`config.mk`:
```
export PLATFORM = sky130hd
export DESIGN_NAME = at_gps_info_field_splitter
export DESIGN_NICKNAME = d
export VERILOG_FILES = /design/src/design/agfs_pkg.sv /design/src/design/at_gps_info_field_splitter.sv /design/src/design/agfs_parser.sv
export SDC_FILE = /design/constraint.sdc
export NUM_CORES = 1
export LEC_CHECK = 0
export BUFFER_PORTS_ARGS = -buffer_cell sky130_fd_sc_hd__buf_2
export CAP_MARGIN = 20
export CORE_UTILIZATION = 60
export CTS_CLUSTER_DIAMETER = 60
export DETAILED_ROUTE_END_ITERATION = 10
export HOLD_SLACK_MARGIN = 0.08
export PLACE_DENSITY = 0.81
export SLEW_MARGIN = 20
export SYNTH_ARGS = -nofsm -noshare
export SYNTH_HDL_FRONTEND = slang
export SYNTH_SLANG_ARGS = --single-unit
```
`constraint.sdc`:
```
create_clock -name i_clk -period 5 [get_ports i_clk]
set_input_delay 0.25 -clock i_clk [delete_from_list [all_inputs] [get_ports i_clk]]
set_output_delay 0.25 -clock i_clk [all_outputs]
set_load 0.005 [all_outputs]
```
`src/design/agfs_pkg.sv`:
```
// shared types, character codes and defaults for the +CGPSINFO field splitter
package agfs_pkg;

    // default sizing handed to the top level
    localparam int DEF_MAX_LINE   = 256;
    localparam int DEF_NUM_FIELDS = 9;

    // fixed field widths
    localparam int CHAR_W  = 8;
    localparam int INDEX_W = 4;
    localparam int POS_W   = 8;
    localparam int PM_W    = 4;

    // prefix text length
    localparam logic [PM_W-1:0] PREFIX_LEN = PM_W'(10);

    // character codes
    localparam logic [CHAR_W-1:0] CHAR_NUL   = 8'h00;
    localparam logic [CHAR_W-1:0] CHAR_COMMA = 8'h2c;
    localparam logic [CHAR_W-1:0] CHAR_SPACE = 8'h20;
    localparam logic [CHAR_W-1:0] CHAR_PLUS  = 8'h2b;

    // result status codes
    localparam logic STATUS_FIELD     = 1'b0;
    localparam logic STATUS_NO_PREFIX = 1'b1;

    // parser phase
    typedef enum logic [1:0] {
        PH_SEARCH = 2'd0,
        PH_SKIP   = 2'd1,
        PH_FIELD  = 2'd2,
        PH_TAIL   = 2'd3
    } t_phase;

    // one result
    typedef struct packed {
        logic               status;
        logic [INDEX_W-1:0] index;
        logic [POS_W-1:0]   start;
        logic [POS_W-1:0]   length;
        logic               last;
    } t_result;

    // request to emit the remaining empty fields after an early terminator
    typedef struct packed {
        logic               start;
        logic [INDEX_W-1:0] index;
    } t_flush;

    // expected byte of "+CGPSINFO:" at a given match count
    function automatic logic [CHAR_W-1:0] prefix_char(input logic [PM_W-1:0] idx);
        logic [CHAR_W-1:0] c;
        case (idx)
            4'd0: c = 8'h2b;    // +
            4'd1: c = 8'h43;    // C
            4'd2: c = 8'h47;    // G
            4'd3: c = 8'h50;    // P
            4'd4: c = 8'h53;    // S
            4'd5: c = 8'h49;    // I
            4'd6: c = 8'h4e;    // N
            4'd7: c = 8'h46;    // F
            4'd8: c = 8'h4f;    // O
            4'd9: c = 8'h3a;    // :
            default: c = 8'h00;
        endcase
        return c;
    endfunction

endpackage

```
`src/design/at_gps_info_field_splitter.sv`:
```
// top level of the +CGPSINFO comma field splitter with input and result registers
//
//  channel | dir | signals                      | contents
//  --------+-----+------------------------------+-----------------------------------
//  s       | in  | i_s_tvalid/o_s_tready/tdata  | one response byte, 0 ends string
//  m       | out | o_m_tvalid/i_m_tready/tdata  | index, start, length; tuser status;
//          |     | tuser/tlast                  | tlast on final result of a string
//
// one byte per cycle unless stalled; each byte passes the input register, then the parser into the result register
// a terminator inside the fields holds the input while the remaining empty fields are emitted
// i_rst_n is synchronous, active low; parser state returns to prefix search
// on a stalled output, bytes with no result still pass; the first with one waits at the input
module at_gps_info_field_splitter #(
    parameter int MAX_LINE   = agfs_pkg::DEF_MAX_LINE,
    parameter int NUM_FIELDS = agfs_pkg::DEF_NUM_FIELDS
) (
    input  logic        i_clk,
    input  logic        i_rst_n,
    input  logic        i_s_tvalid,
    output logic        o_s_tready,
    input  logic [7:0]  i_s_tdata,     // [7:0] char_in
    output logic        o_m_tvalid,
    input  logic        i_m_tready,
    output logic [23:0] o_m_tdata,     // [3:0] field_index, [11:4] field_start,
                                       // [19:12] field_length, [23:20] zero
    output logic        o_m_tuser,     // [0] status
    output logic        o_m_tlast      // last
);
    import agfs_pkg::*;

    localparam logic [INDEX_W-1:0] LAST_IDX = INDEX_W'(NUM_FIELDS - 1);

    logic               r_in_valid;
    logic [CHAR_W-1:0]  r_in_byte;
    logic               r_out_valid;
    t_result            r_out;
    logic               r_flush_active;
    logic [INDEX_W-1:0] r_flush_idx;

    logic               res_valid;
    t_result            res;
    t_flush             flush;
    logic               out_free, consume, flush_emit, flush_done;

    // parser
    agfs_parser #(
        .MAX_LINE   (MAX_LINE),
        .NUM_FIELDS (NUM_FIELDS)
    ) u_parser (
        .i_clk       (i_clk),
        .i_rst_n     (i_rst_n),
        .i_step      (consume),
        .i_char      (r_in_byte),
        .o_res_valid (res_valid),
        .o_res       (res),
        .o_flush     (flush)
    );

    // handshake control
    assign out_free   = !r_out_valid || i_m_tready;
    assign consume    = r_in_valid && !r_flush_active && (!res_valid || out_free);
    assign flush_emit = r_flush_active && out_free;
    assign flush_done = (r_flush_idx == LAST_IDX);
    assign o_s_tready = !r_in_valid || consume;

    // input register
    always_ff @(posedge i_clk) begin
        if (!i_rst_n) begin
            r_in_valid <= 1'b0;
        end else if (o_s_tready) begin
            r_in_valid <= i_s_tvalid;
        end
    end

    always_ff @(posedge i_clk) begin
        if (o_s_tready) begin
            r_in_byte <= i_s_tdata;
        end
    end

    // empty-field flush after an early terminator
    always_ff @(posedge i_clk) begin
        if (!i_rst_n) begin
            r_flush_active <= 1'b0;
            r_flush_idx    <= '0;
        end else if (consume && flush.start) begin
            r_flush_active <= 1'b1;
            r_flush_idx    <= flush.index;
        end else if (flush_emit) begin
            r_flush_active <= !flush_done;
            r_flush_idx    <= r_flush_idx + INDEX_W'(1);
        end
    end

    // result register valid
    always_ff @(posedge i_clk) begin
        if (!i_rst_n) begin
            r_out_valid <= 1'b0;
        end else if ((consume && res_valid) || flush_emit) begin
            r_out_valid <= 1'b1;
        end else if (i_m_tready) begin
            r_out_valid <= 1'b0;
        end
    end

    // result register payload
    always_ff @(posedge i_clk) begin
        if (consume && res_valid) begin
            r_out <= res;
        end else if (flush_emit) begin
            r_out.status <= STATUS_FIELD;
            r_out.index  <= r_flush_idx;
            r_out.start  <= '0;
            r_out.length <= '0;
            r_out.last   <= flush_done;
        end
    end

    // output packing
    assign o_m_tvalid = r_out_valid;
    assign o_m_tdata  = {4'h0, r_out.length, r_out.start, r_out.index};
    assign o_m_tuser  = r_out.status;
    assign o_m_tlast  = r_out.last;

    // a flush never runs past the final field
    a_flush_idx_range: assert property (@(posedge i_clk) disable iff (!i_rst_n)
        r_flush_active |-> ({1'b0, r_flush_idx} <= {1'b0, LAST_IDX}))
        else $error("flush index beyond final field");

    // a prefix error is a single empty result closing the string
    a_error_shape: assert property (@(posedge i_clk) disable iff (!i_rst_n)
        (r_out_valid && r_out.status == STATUS_NO_PREFIX) |->
            (r_out.last && r_out.index == '0 && r_out.length == '0))
        else $error("malformed prefix error result");

    // a field report closes the string exactly at the final field
    a_field_last: assert property (@(posedge i_clk) disable iff (!i_rst_n)
        (r_out_valid && r_out.status == STATUS_FIELD) |->
            (r_out.last == (r_out.index == LAST_IDX)))
        else $error("last flag does not match final field");

    // finishing the flush stops it on the next cycle
    a_flush_end: assert property (@(posedge i_clk) disable iff (!i_rst_n)
        (flush_emit && flush_done) |=> !r_flush_active)
        else $error("flush continued after final field");

endmodule

```
`src/design/agfs_parser.sv`:
```
// per-byte parser: prefix search, space skip, field split and position state
module agfs_parser #(
    parameter int MAX_LINE   = agfs_pkg::DEF_MAX_LINE,
    parameter int NUM_FIELDS = agfs_pkg::DEF_NUM_FIELDS
) (
    input  logic                   i_clk,
    input  logic                   i_rst_n,
    input  logic                   i_step,
    input  logic [7:0]             i_char,
    output logic                   o_res_valid,
    output agfs_pkg::t_result      o_res,
    output agfs_pkg::t_flush       o_flush
);
    import agfs_pkg::*;

    localparam int POS_CAP_I = (MAX_LINE - 1) < 255 ? (MAX_LINE - 1) : 255;
    localparam logic [POS_W-1:0] POS_CAP  = POS_W'(POS_CAP_I);
    localparam logic [INDEX_W:0] LAST_IDX = (INDEX_W + 1)'(NUM_FIELDS - 1);

    t_phase             r_phase, n_phase;
    logic [PM_W-1:0]    r_pm, n_pm;
    logic [POS_W-1:0]   r_pos, n_pos;
    logic [INDEX_W-1:0] r_cf, n_cf;
    logic [POS_W-1:0]   r_fb, n_fb;

    logic               is_nul, is_comma, is_space, pre_hit;
    logic               enter_field, in_field, cf_last, pos_open;
    logic [POS_W-1:0]   e_fb, len;
    logic [INDEX_W-1:0] e_cf;

    // byte classification and effective field context
    assign is_nul      = (i_char == CHAR_NUL);
    assign is_comma    = (i_char == CHAR_COMMA);
    assign is_space    = (i_char == CHAR_SPACE);
    assign pre_hit     = (r_pm < PREFIX_LEN) && (i_char == prefix_char(r_pm));
    assign enter_field = (r_phase == PH_SKIP) && !is_space;
    assign in_field    = (r_phase == PH_FIELD) || enter_field;
    assign e_fb        = enter_field ? r_pos : r_fb;
    assign e_cf        = enter_field ? '0 : r_cf;
    assign cf_last     = ({1'b0, e_cf} == LAST_IDX);
    assign len         = r_pos - e_fb;
    assign pos_open    = (r_pos < POS_CAP);

    // next phase
    always_comb begin
        n_phase = r_phase;
        case (r_phase)
            PH_SEARCH: begin
                if (!is_nul && pre_hit && (r_pm == PREFIX_LEN - PM_W'(1))) begin
                    n_phase = PH_SKIP;
                end
            end
            PH_SKIP, PH_FIELD: begin
                if (in_field) begin
                    if (is_nul) begin
                        n_phase = PH_SEARCH;
                    end else if (is_comma && cf_last) begin
                        n_phase = PH_TAIL;
                    end else begin
                        n_phase = PH_FIELD;
                    end
                end
            end
            PH_TAIL: begin
                if (is_nul) begin
                    n_phase = PH_SEARCH;
                end
            end
            default: n_phase = PH_SEARCH;
        endcase
    end

    // next counters and offsets
    always_comb begin
        n_pm  = r_pm;
        n_pos = pos_open ? r_pos + POS_W'(1) : r_pos;
        n_cf  = r_cf;
        n_fb  = r_fb;
        if (is_nul) begin
            n_pm  = '0;
            n_pos = '0;
            n_cf  = '0;
            n_fb  = '0;
        end else if (r_phase == PH_SEARCH) begin
            if (pre_hit) begin
                n_pm = r_pm + PM_W'(1);
            end else begin
                n_pm = (i_char == CHAR_PLUS) ? PM_W'(1) : '0;
            end
        end else if (in_field) begin
            n_cf = e_cf;
            n_fb = e_fb;
            if (is_comma && !cf_last) begin
                n_cf = e_cf + INDEX_W'(1);
                n_fb = pos_open ? r_pos + POS_W'(1) : POS_CAP;
            end
        end
    end

    // result and flush request
    always_comb begin
        o_res_valid   = 1'b0;
        o_res.status  = STATUS_FIELD;
        o_res.index   = e_cf;
        o_res.start   = (len == '0) ? '0 : e_fb;
        o_res.length  = len;
        o_res.last    = cf_last;
        o_flush.start = 1'b0;
        o_flush.index = e_cf + INDEX_W'(1);
        if (r_phase == PH_SEARCH) begin
            o_res_valid  = is_nul;
            o_res.status = STATUS_NO_PREFIX;
            o_res.index  = '0;
            o_res.start  = '0;
            o_res.length = '0;
            o_res.last   = 1'b1;
        end else if (in_field) begin
            o_res_valid   = is_nul || is_comma;
            o_flush.start = is_nul && !cf_last;
        end
    end

    // state registers
    always_ff @(posedge i_clk) begin
        if (!i_rst_n) begin
            r_phase <= PH_SEARCH;
            r_pm    <= '0;
            r_pos   <= '0;
            r_cf    <= '0;
            r_fb    <= '0;
        end else if (i_step) begin
            r_phase <= n_phase;
            r_pm    <= n_pm;
            r_pos   <= n_pos;
            r_cf    <= n_cf;
            r_fb    <= n_fb;
        end
    end

endmodule
```
[Word-level counts from Yosys, hierarchy flattened]
Memories as Yosys holds them, arrays and structs flattened. A register that Yosys moved wholly into a read port is not among the register bits.
Cells that the tools add are included.
Widths: inputs -> output; s select.
Word-level totals
  bits in registers: 63
  memory bits (read-only): 112
  bits of input ports: 12
  output and inout bits: 28
  logic and storage cells: 116
  memories kept: 1
Operators by class
  add/subtract/negate cells: 5
  magnitude comparators: 2
  equal/unequal tests: 14
  mux-type cells: 39
  reductions and logical operators: 40
Memory list
  (no name shown): depth 16, width 7, read ports 1, clocked after memory_dff 1, wr ports 0, line agfs_pkg.sv:53  | case (idx)
Operators by type and width (number)
  $mux 8: 9
  $mux 22: 3
  $mux 4: 12
  $eq 8x6->1 const B: 3
  $logic_not 8->1: 2
  $add 4x1->4 const B: 3
  $eq 4x4->1 const B: 3
  $logic_and 1x1->1: 12
  $reduce_bool 2->1: 6
  $mux 1: 10
  $add 8x1->8 const B: 1
  $eq 8x8->1: 1
  $logic_not 1->1: 8
  $lt 8x8->1 const B: 1
  $mux 2: 4
  $ne 2x1->1 const B: 4
  $sub 8x8->8: 1
  $logic_or 1x1->1: 6
  $pmux 2 s3: 1
  $eq 2x2->1 const B: 2
  $lt 4x4->1 const B: 1
  $reduce_and 2->1: 2
  $reduce_and 4->1: 1
  $reduce_and 3->1: 1
  other kinds (3): 3

[Depth between registers and ports, before layout]
Gate-level depths: netlist (run 1).
  depth after elaboration: 12
  gate-level depth with buffers: 16
  gate-level depth less buffers: 14

[Cells and area by module]
A second synthesis (run 1) with hierarchy kept.
Second synthesis, totals
  cell total of the unflattened synthesis: 469
  area total of the unflattened synthesis: 4317.9 um^2
By module, submodules not included
  agfs_parser: times used 1, cells an instance 361, area each 2750.1 um^2, seq. area each 660.6 um^2
  at_gps_info_field_splitter: times used 1, cells an instance 108, area each 1567.8 um^2, seq. area each 1041.0 um^2

[Least setup slack after synthesis (run 1)]
OpenSTA, ideal clock, no wires.
  path type: register to register
  start point: register r_in_byte[2]
  end point: register r_out (netlist bit o_m_tdata[11]), data pin
  library setup time: 272 ps
  data arrival time: 3618 ps
  required time: 4728 ps
  path slack: 1110 ps
  stages on the path, launching flop included: 16
  path buffers: 2
  clock period less this slack: 3890 ps
  path through: edfxtp_1 or4_1 o21ai_2 buf_4 buf_2 nand2_1 o21ai_0 ha_1 inv_1 ha_1 a2111oi_0 a211oi_1 o221ai_1 xnor2_1 nor4_4 nor3_1
Between the ends
  elaborated cells on any way between the ends: 19
  classes of those cells: add/sub: 1; eq/ne: 2; mux: 6; reduce/logical: 10
RTL lines
  start: declaration: line at_gps_info_field_splitter.sv:34  | logic [CHAR_W-1:0] r_in_byte;
  start signal: assignment: line at_gps_info_field_splitter.sv:77  | r_in_byte <= i_s_tdata;
  $eq 8x6->1: line agfs_parser.sv:34  | assign is_space = (i_char == CHAR_SPACE);
  $logic_not 1->1: line agfs_parser.sv:36  | assign enter_field = (r_phase == PH_SKIP) && !is_space;
  $logic_and 1x1->1: line agfs_parser.sv:36
  $mux 8: line agfs_parser.sv:38  | assign e_fb = enter_field ? r_pos : r_fb;
  net u_parser.e_fb[0]: line agfs_parser.sv:28  | logic [POS_W-1:0] e_fb, len;
  $sub 8x8->8: line agfs_parser.sv:41  | assign len = r_pos - e_fb;
  $logic_not 8->1: line agfs_parser.sv:105  | o_res.start = (len == '0) ? '0 : e_fb;
  $mux 8: line agfs_parser.sv:105
  $mux 22: line agfs_parser.sv:110  | if (r_phase == PH_SEARCH) begin
  $mux 22: line at_gps_info_field_splitter.sv:108  | if (consume && res_valid) begin
  end signal: assignment: line at_gps_info_field_splitter.sv:109  | r_out <= res;
  end: declaration: line at_gps_info_field_splitter.sv:36  | t_result r_out;
The timed path passes the listed nets, and every way through them passes these cells.
A chain may end at the register's enable or synchronous reset.

[Worst setup path after layout (run 1)]
  start point: register r_in_byte[2]
  end point: register r_out (netlist bit o_m_tdata[6]), data pin
Same word-level chain as after synthesis.

==> run metrics, run 1 <==
clk_skew=8.61 ps; drt pass-1 iters=7; cts repair resizes=0; 1st-iter DRT viols=393; Data required, critical path=5080 ps; maximum clock rate=around 0.24 GHz; largest net degree at the start of global routing=27; Die Area=0.00776 mm²; post-synthesis mux area share=1.38%; num ports=40; Port Buffer Count=35; worst path cell trace=or4_1 -> o21ai_2 -> buf_4 -> nand2_1 -> o21ai_0 -> ha_1 -> inv_1 -> ha_1 -> a2111oi_0 -> a211oi_1 -> o221ai_1 -> xnor2_1 -> nor4_4 -> nor3_1; crit path from=r_in_byte[2]; peak fanout along the critical path=12; residual DRC count=0; Yosys cell types=74; Syn Std Cell Area=0.00445 mm²; clk root buf=clkbuf_8; share of the synthesized area in the top cell type=20.2%; top cells by count, synth=dfxtp_1, nor2_1, nand2_1; CP startpoint kind=register; setup TNS=0 ps; Detailed Route WL=10,700 µm; global-route wire length before repair=around 17,000 µm; non-filler cells, final=636; met3 Usage GRT=under 10%; Post-synth top flop=dfxtp_1; Top delay family on crit path=simple AND/OR/NAND/NOR gates; Final Hold Vio Count=0; Final setup viols=0; FF+latch count, synth=70; sequential fraction of the synthesis area=between 30% and 40%; Remaining Overflow, GRT=0; hold_ws=between 100 and 150 ps; fin crit share=82.7%; leakage=1.80 nW; combinational fraction of design power=6.0%; status=finished, final reports clean; clk sinks=70; post-synthesis xor/xnor area fraction=3.74%; clock slew at reported path FFs=approximately 80 ps; Antenna Violating Nets Remaining=0; simple-gate share of the synthesized area=between 20% and 30%; die width=88.1 µm; Placement Rows=31; reg-to-reg startpoint=r_in_byte[2]; Ys Warns=0; Layout Utilization=69.2%; fin nets=565; CTS tree=yes; cell repeated most along the worst path=ha_1; Routed WL per cell=16.8 µm; DP Wirelength=7550 µm; n_diodes=0; switching part of the total power=22.7%; Post-Syn Area per Cell=8.92 µm²; Multi-input gate area=approximately 0.0025 mm²; Post-Syn Instances=between 400 and 500; Area Overhead vs Synth=12.2%; CP bufs+invs=2; Slew HR=about two fifths; hold_buf cts=8; Hold Crit Class=primary input to register; Internal=0.966 mW; Initial Util=61.7%; largest area contributor in the netlist=edfxtp_1; delay of the slowest critical-path stage=620 ps; type of element capturing the critical path=register; share of layout cells above drive strength 1=14.0%; gr busiest metal=met2; Final Max Slew Viols=0; slowest CP cell=or4_1; total of max-cap violations=0; initial antenna violation count=0; worst-skew pair later-pin latency=350 ps; Tmin final=4140 ps; Async S/R FF share, synth=0%; Filler cells=between 500 and 600; area of the core=~0.0072 mm²; most area-consuming cells after synthesis=edfxtp_1, dfxtp_1, ha_1; vias in the first global route=3,462; peak supply drop=0.254 mV; CTS Buf Count=9; setup repair bufs after CTS=0; main combinational cell family by area after synthesis=simple AND/OR/NAND/NOR gates; total power=around 1.3 mW; RSZ-0062 raised after global routing=false; Clk pwr share=roughly 45%; Die Y=88.1 µm; met2 GRT Util=44.3%; critical path class=register to register; H-tree Lvls=3; Worst Tran Pin Value=868 ps; routability cong.=0.959; grt met1 use=41.2%; Reg area=0.00170 mm²; cell count after placement=611; Psw=0.284 mW; buffer depth of the longest clock path=2; Post-Synth Adder-Cell Area=6.36%; Seq pwr share=49.2%; Power Dens Cells=250 mW/mm²; flop2flop setup slack=860 ps; Post-synth EDFFs=30; via count=3,985; GRT Overall Usage=28.8%; vias per std cell=6.27; Synth Area in Compound Gates=22.1%; Hold Path Origin=i_s_tvalid; Worst EP arrival=4220 ps
==> cell families after synthesis <==
| family | count (synthesis) |
|---|---|
| xor gates and xnor gates | 19 |
| other | 1 |
| adders and majority gates | 23 |
| and+or+nand+nor | 185 |
| buffers and inverters | 55 |
| DFF | 70 |
| muxes | 6 |
| AOI/OAI and AO/OA | 140 |
==> layer usage <==
| metal | vias to the layer above | part of all wire, % | wire [µm] |
|---|---|---|---|
| li1 | 1912 | - | - |
| met1 | 1870 | 46 | 4910 |
| met2 | 180 | 45 | 4840 |
| met3 | 23 | 6.9 | 736 |
| met4 | 0 | 1.7 | 185 |
| met5 | - | 0 | 0 |
==> state kept, by name, indices dropped and copies added, names as in the netlist, named ones only <==
register / flops
o_m_tlast: 1
u_parser.r_phase: 2
u_parser.r_fb: 8
r_in_valid: 1
r_flush_idx: 4
o_m_tvalid: 1
r_flush_active: 1
u_parser.r_pm: 4
u_parser.r_cf: 4
r_in_byte: 8
o_m_tdata: 20
o_m_tuser: 1
u_parser.r_pos: 8
==> power groups by stage <==
stage          Combinational (mW)  Sequential, mW  Clock, mW
3_5_place_dp               0.0687           0.628          0
6_report                   0.0749           0.616      0.560
4_1_cts                    0.0739           0.615      0.559
5_1_grt                    0.0816           0.617      0.586
3_3_place_gp               0.0659           0.627          0
2_1_floorplan              0.0535           0.625          0
==> final cells by class <==
class / count / area share (%)
timing repair buffer: 48 / 5.94
multi-input combinational: 377 / 50.8
sequential: 70 / 34.1
clock buffer: 11 / 2.63
tap: 99 / 2.48
inverter: 26 / 1.95
clock inverter: 5 / 2.15
==> worst min-delay path, stage by stage <==
cell and delay [ps]:
buf_2 80, a21oi_1 30, nor2_1 70
==> layout by cell type (no fill, tap or decap), types with 4 or more instances in the layout <==
cell type      instances
nor2_1                40
dfxtp_1               40
nand2_1               39
a21oi_1               35
buf_2                 35
edfxtp_1              30
inv_1                 25
nand3_1               25
o21ai_0               23
ha_1                  21
nor3_1                19
xnor2_1               17
nor2b_1               11
nand2b_1              10
nand4_1               10
o211ai_1               9
clkbuf_8               9
dlygate4sd3_1          8
o21ai_1                7
a211oi_1               7
a31oi_1                5
o31ai_1                5
mux2i_1                5
o21a_1                 4
o41ai_1                4
conb_1                 4
buf_4                  4
==> final timing paths <==
kind / to / cells after the start
setup / recovery: o_m_tdata[6] / 14
hold / removal: r_in_valid / 3
setup reg to reg: o_m_tdata[6] / 14
hold reg to reg: u_parser.r_fb[6] / 2
==> per-stage QoR <==
step / setup slack (ps) / instance area, µm²
final: 863 / 4990
after global routing: 512 / 4990
after CTS: 913 / 4980
after detailed placement: 926 / 4660
after global placement: 1120 / 4660
after floorplan: 1110 / 4460
Power figures use the tool's default switching activity.
==> run 2: changes to the inputs <==
--- a/config.mk
+++ b/config.mk
@@ -7,11 +7,11 @@
 export LEC_CHECK = 0
 export BUFFER_PORTS_ARGS = -buffer_cell sky130_fd_sc_hd__buf_2
 export CAP_MARGIN = 20
-export CORE_UTILIZATION = 60
+export CORE_UTILIZATION = 54
 export CTS_CLUSTER_DIAMETER = 60
 export DETAILED_ROUTE_END_ITERATION = 10
 export HOLD_SLACK_MARGIN = 0.08
-export PLACE_DENSITY = 0.81
+export PLACE_DENSITY = 0.77
 export SLEW_MARGIN = 20
 export SYNTH_ARGS = -nofsm -noshare
 export SYNTH_HDL_FRONTEND = slang
==> constraint.sdc (replaced) <==
create_clock -name i_clk -period 3.55 [get_ports i_clk]
set_input_delay 0.1775 -clock i_clk [delete_from_list [all_inputs] [get_ports i_clk]]
set_output_delay 0.1775 -clock i_clk [all_outputs]
set_load 0.005 [all_outputs]
==> run 2 against run 1 <==
  * Register-to-register slack worse by 830 ps
  * Count of clock-buffer cells in the layout is 1 lower
  * Die area up 11%
  * First-iteration DRC count up 16%
  * Final cell count is 5.0% higher
  * Core utilization decreased by 1.0 points
  * Setup slack lost 830 ps
  * Critical endpoint is now o_m_tdata[4]
  * Critical path type unchanged
  * Highest routed layer unchanged
  * Largest cell class unchanged
  * Combinational power rose by 91%
  * Global-route usage decreased by 2.0 points
  * Sequential share of layout area is 2.3 points lower
  * Sequential power rose by 39%
  * Critical path depth unchanged
==> run metrics, run 2 (synthesis gave the netlist of run 1 again) <==
Hold Crit Class=primary input to register (unchanged); fin crit share=99.0% (was 82.7%); drt pass-1 iters=6 (was 7); flop2flop setup slack=40 ps (was 860 ps); worst r2r dst=o_m_tdata[4] (was o_m_tdata[6]); Antenna Violating Nets Remaining=0 (unchanged); worst setup margin=35.3 ps (was 863 ps); Slew HR=46.0% (was 41.8%); CP startpoint kind=register (unchanged); H-tree Lvls=3 (unchanged); status=finished, final reports clean (unchanged); Final Max Slew Viols=0 (unchanged); max FFs per register=20 (unchanged); Power Dens Cells=320 mW/mm² (was 250 mW/mm²); CTS tree=yes (unchanged); routability cong.=0.960 (was 0.959); Worst Tran Pin Value=811 ps (was 868 ps); area of the core=0.00785 mm² (was 0.00721 mm²); critical path class=register to register (unchanged); Detailed Route WL=11,400 µm (was 10,700 µm); Filler cells=644 (was 561); cell count after placement=641 (was 611); grt met1 use=35.8% (was 41.2%); dpl cell area=0.00489 mm² (was 0.00466 mm²); fin nets=594 (was 565); DP Wirelength=7970 µm (was 7550 µm); num ports=40 (unchanged); Hold Path Origin=i_rst_n (was i_s_tvalid); global-route wire length before repair=18,200 µm (was 17,000 µm); type of element capturing the critical path=register (unchanged); clk_skew=14.7 ps (was 8.61 ps); Area Overhead vs Synth=20.3% (was 12.2%); 1st-iter DRT viols=457 (was 393); Initial Util=56.7% (was 61.7%); Data required, critical path=3620 ps (was 5080 ps); GRT Overall Usage=26.8% (was 28.8%); largest net degree at the start of global routing=26 (was 27); met3 Usage GRT=3.78% (was 5.00%); clk sinks=70 (unchanged); total of max-cap violations=0 (unchanged); Finished Cell Area=0.00535 mm² (was 0.00499 mm²); peak fanout along the critical path=8 (was 12); n_diodes=0 (unchanged); clock slew at reported path FFs=80 ps (about the same); Worst EP arrival=3590 ps (was 4220 ps); met2 GRT Util=44.7% (was 44.3%); Worst Hold End=o_m_tvalid (was r_in_valid); non-filler cells, final=668 (was 636); vias per std cell=6.16 (was 6.27); setup TNS=0 ps (unchanged); most common cell after layout, fill and taps aside=dfxtp_1; peak supply drop=0.214 mV (was 0.254 mV); vias in the first global route=3,800 (was 3,462); leakage=1.97 nW (was 1.80 nW); reg-to-reg startpoint=r_in_byte[1] (was r_in_byte[2]); share of layout cells above drive strength 1=22.1% (was 14.0%); die width=92.8 µm (was 88.1 µm); CTS Buf Count=9 (unchanged); Placement Rows=32 (was 31); Final setup viols=0 (unchanged); via count=4,116 (was 3,985); maximum clock rate=0.285 GHz (was 0.242 GHz); Die Y=92.8 µm (was 88.1 µm); WHS Path Cells=2 (was 3); Routed WL per cell=17.1 µm (was 16.8 µm); Remaining Overflow, GRT=0 (unchanged); clk root buf=clkbuf_8 (unchanged); pre-CTS setup slack=61.4 ps (was 926 ps); Tmin final=3510 ps (was 4140 ps); commonest cells after routing, fill and taps aside=dfxtp_1, nand2_1, nor2_1 (was nor2_1, dfxtp_1, nand2_1); gr busiest metal=met2 (unchanged); residual DRC count=0 (unchanged); RSZ-0062 raised after global routing=true (was false); buffer depth of the longest clock path=2 (unchanged); worst-skew pair later-pin latency=350 ps (about the same); Worst R2R Path Depth=14 (unchanged); initial antenna violation count=0 (unchanged); Final Hold Vio Count=0 (unchanged); Port Buffer Count=35 (unchanged); Die Area=0.00861 mm² (was 0.00776 mm²); hold_ws=230 ps (was 106 ps)
[run 2: timing repair]
item / CTS / global route
endpoints found under the hold margin: 9 / 0
setup buffers: 0 / 2
hold buffers: 9 / 0
setup endpoints to repair: 0 / 8
gates resized for setup: 0 / 28
[run 2: area by class of cell]
| type | instances | area, µm² | area share [%] |
|---|---|---|---|
| clock inverters | 6 | 86.3 | 1.61 |
| inverters | 26 | 97.6 | 1.82 |
| clock buffers | 10 | 128 | 2.38 |
| well taps | 102 | 128 | 2.38 |
| multi-input cells | 377 | 2690 | 50.3 |
| flip-flops and latches | 70 | 1700 | 31.8 |
| repair buffers | 77 | 520 | 9.73 |
[run 2: through the flow]
step | power (mW) | utilization (%)
after global routing | 1.76 | 68.2
after floorplan | 0.956 | -
after global placement | 0.995 | 62.3
after detailed placement | 0.999 | 62.3
final | 1.71 | 68.2
after CTS | 1.70 | 66.2
[run 2: worst max path at each step]
stage,start,cells after the start,slack (ps),endpoint
after global routing,r_in_byte[1],14,-110,o_m_tdata[4]
after CTS,r_in_byte[7],14,10,o_m_tdata[11]
final,r_in_byte[1],14,40,o_m_tdata[4]
after global placement,r_in_byte[7],13,220,o_m_tdata[11]
after floorplan,r_in_byte[6],14,-120,o_m_tdata[11]
after detailed placement,r_in_byte[7],14,60,o_m_tdata[4]
[run 2: per-layer routing]
layer | share of wire (%) | wire length (µm) | vias to the layer above
met3 | 6.6 | 752 | 27
met2 | 48 | 5530 | 203
met1 | 43 | 4970 | 1921
li1 | - | - | 1965
met5 | 0 | 0 | -
met4 | 1.7 | 189 | 0
[run 2: report_power, final]
part / internal (mW) / switching, mW / leakage (nW) / total, mW
logic: 0.0618 / 0.0814 / 1.23 / 0.143
registers: 0.848 / 0.0114 / 0.632 / 0.859
clock network: 0.395 / 0.317 / 0.106 / 0.712
total: 1.30 / 0.410 / 1.97 / 1.71
[run 2: critical path: stages (launching register included)]
cell and delay, ps:
edfxtp_1 400, or4_4 580, o21ai_4 250, nand2_2 100, o21ai_4 80, ha_4 210, nor2_4 40, o41ai_4 350
buf_4 220, nor2_4 40, o41ai_4 280, nand4_1 190, nor4_4 260, buf_6 190, nor3b_2 50
==> run 3: changes to the inputs <==
--- a/config.mk
+++ b/config.mk
@@ -5,7 +5,7 @@
 export SDC_FILE = /design/constraint.sdc
 export NUM_CORES = 1
 export LEC_CHECK = 0
-export BUFFER_PORTS_ARGS = -buffer_cell sky130_fd_sc_hd__buf_2
+export BUFFER_PORTS_ARGS = -buffer_cell sky130_fd_sc_hd__buf_4
 export CAP_MARGIN = 20
 export CORE_UTILIZATION = 54
 export CTS_CLUSTER_DIAMETER = 60
==> run 3 against run 2 <==
  * Sequential share of layout area down 0.16 points
  * Power up 1.5%
  * Die area unchanged
  * Largest cell class unchanged
  * Sequential power about the same
  * Highest routed layer unchanged
  * First-iteration DRC count down 18%
  * Critical path type unchanged
  * Global-route usage up 0.39 points
  * Core utilization up 0.33 points
  * Final cell count unchanged
  * Critical path depth down 1
==> run metrics, run 3 (synthesis gave the netlist of run 1 again) <==
Placement Rows=32 (unchanged); flop2flop setup slack=60 ps (was 40 ps); Clk pwr share=42.2% (was 41.5%); CTS Buf Count=9 (unchanged); area of the core=0.00785 mm² (unchanged); Antenna Violating Nets Remaining=0 (unchanged); num ports=40 (unchanged); CP bufs+invs=2 (unchanged); commonest cells after routing, fill and taps aside=buf_4, nor2_1, dfxtp_1 (was dfxtp_1, nand2_1, nor2_1); Worst R2R Path Depth=13 (was 14); buffer depth of the longest clock path=2 (unchanged); Worst Tran Pin Value=880 ps (was 811 ps); largest net degree at the start of global routing=26 (unchanged); via count=4,051 (was 4,116); n_diodes=0 (unchanged); combinational fraction of design power=8.6% (was 8.4%); max FFs per register=20 (unchanged); peak supply drop=0.220 mV (was 0.214 mV); slowest CP cell=or4_4 (unchanged); Worst Hold End=o_m_tvalid (unchanged); Final setup viols=0 (unchanged); type of element capturing the critical path=register (unchanged); Hold Crit Class=primary input to register (unchanged); Multi-input gate area=0.00262 mm² (was 0.00269 mm²); Layout Utilization=68.5% (was 68.2%); Internal=1.32 mW (was 1.30 mW); Psw=0.421 mW (was 0.410 mW); fin nets=594 (unchanged); Seq pwr share=49.2% (was 50.1%); CP startpoint kind=register (unchanged); vias per std cell=6.06 (was 6.16); Tmin final=3490 ps (was 3510 ps); worst r2r dst=o_m_tdata[8] (was o_m_tdata[4]); clk root buf=clkbuf_8 (unchanged); total power=1.74 mW (was 1.71 mW); peak fanout along the critical path=8 (unchanged); drt pass-1 iters=5 (was 6); Remaining Overflow, GRT=0 (unchanged); Hold Path Origin=i_rst_n (unchanged); switching part of the total power=24.2% (was 23.9%); total of max-cap violations=0 (unchanged); routability cong.=0.884 (was 0.960); Initial Util=56.7% (unchanged); GRT Overall Usage=27.2% (was 26.8%); status=finished, final reports clean (unchanged); Port Buffer Count=35 (unchanged); global-route wire length before repair=18,300 µm (was 18,200 µm); Routed WL per cell=17.0 µm (was 17.1 µm); Area Overhead vs Synth=20.9% (was 20.3%); die width=92.8 µm (unchanged); worst-skew pair later-pin latency=350 ps (about the same); share of layout cells above drive strength 1=20.8% (was 22.1%); cell count after placement=639 (was 641); Power Dens Cells=324 mW/mm² (was 320 mW/mm²); Data required, critical path=3620 ps (about the same); initial antenna violation count=0 (unchanged); Final Max Slew Viols=0 (unchanged); Worst EP arrival=3560 ps (was 3590 ps); clk sinks=70 (unchanged); setup TNS=0 ps (unchanged); leakage=1.98 nW (was 1.97 nW); reg-to-reg startpoint=r_in_byte[2] (was r_in_byte[1]); Final Hold Vio Count=0 (unchanged); worst path cell trace=or4_4 -> o21ai_4 -> o21ai_2 -> ha_4 -> nor2_1 -> o41ai_4 -> buf_4 -> o2111a_1 -> o31ai_2 -> nand4_1 -> nor4_4 -> buf_6 -> nor3_1 (was or4_4 -> o21ai_4 -> nand2_2 -> o21ai_4 -> ha_4 -> nor2_4 -> o41ai_4 -> buf_4 -> nor2_4 -> o41ai_4 -> nand4_1 -> nor4_4 -> buf_6 -> nor3b_2); critical path class=register to register (unchanged); H-tree Lvls=3 (unchanged); residual DRC count=0 (unchanged); vias in the first global route=3,768 (was 3,800); 1st-iter DRT viols=376 (was 457); maximum clock rate=0.287 GHz (was 0.285 GHz); Filler cells=654 (was 644); delay of the slowest critical-path stage=580 ps (about the same); Slew HR=41.4% (was 46.0%); CTS tree=yes (unchanged); Detailed Route WL=11,400 µm (about the same); most common cell after layout, fill and taps aside=buf_4 (was dfxtp_1); clk_skew=8.09 ps (was 14.7 ps); fin crit share=98.2% (was 99.0%); Top delay family on crit path=simple AND/OR/NAND/NOR gates (unchanged); WHS Path Cells=2 (unchanged); clock slew at reported path FFs=80 ps (about the same); Die Y=92.8 µm (unchanged); Die Area=0.00861 mm² (unchanged); DP Wirelength=7890 µm (was 7970 µm); non-filler cells, final=668 (unchanged); Reg area=0.00170 mm² (unchanged)
[run 3: changes by cell type in the layout (fill, tap and decap cells not counted), moves of 6 or more]
cell and delta:
nor3_2 -6, buf_2 -35, nor3_1 +6, buf_4 +35
[run 3: metal layers]
layer | wire, µm | GRT usage [%] | up-vias
li1 | - | - | 1960
met1 | 4900 | 36.5 | 1898
met2 | 5560 | 43.8 | 169
met3 | 707 | 4.52 | 24
met4 | 192 | 10.3 | 0
met5 | 0 | 0 | -
[run 3: power by group through the flow]
stage	combinational (mW)	clock, mW	sequential [mW]
finish	0.149	0.734	0.857
global route	0.161	0.791	0.858
CTS	0.139	0.741	0.857
detailed placement	0.125	0	0.875
global placement	0.123	0	0.874
floorplan	0.0764	0	0.880
[run 3: what timing repair did]
action	4_1_cts	5_1_grt
endpoints found under the setup margin	8	8
hold buffers	9	0
buffers inserted	1	3
pin swaps	2	10
endpoints found under the hold margin	9	0
resized for setup	2	14
[run 3: worst max path at each step]
| stage | start | to | slack (ps) | depth (start not counted) |
|---|---|---|---|---|
| floorplan | r_in_byte[6] | o_m_tdata[11] | -120 | 14 |
| global placement | r_in_byte[7] | o_m_tdata[4] | 50 | 12 |
| detailed placement | r_in_byte[7] | o_m_tdata[8] | -90 | 12 |
| CTS | r_in_byte[7] | o_m_tdata[5] | 30 | 14 |
| global route | r_in_byte[2] | o_m_tdata[7] | -30 | 13 |
| finish | r_in_byte[2] | o_m_tdata[8] | 60 | 13 |
[run 3: area by class of cell]
| cell class | instances | share of cell area, % |
|---|---|---|
| multi-input combinational | 377 | 48.7 |
| tap | 102 | 2.37 |
| timing repair buffer | 77 | 11.3 |
| inverter | 26 | 1.81 |
| clock inverter | 6 | 1.77 |
| sequential | 70 | 31.6 |
| clock buffer | 10 | 2.37 |
[run 3: worst reg2reg max path, stage by stage, from the launching register on]
cell      delay [ps]
edfxtp_1         390
or4_4            580
o21ai_4          230
o21ai_2          110
ha_4             190
nor2_1           190
o41ai_4          120
buf_4            180
o2111a_1         260
o31ai_2          280
nand4_1          200
nor4_4           260
buf_6            170
nor3_1            60
[run 3: metrics by stage]
step	worst slack, ps	instance area, µm²	hold WS [ps]
6_report	63.6	5380	170
5_1_grt	-31.6	5380	155
4_1_cts	28.5	5280	155
3_5_place_dp	-85.6	4960	357
3_3_place_gp	51.8	4960	356
2_1_floorplan	-117	4500	276
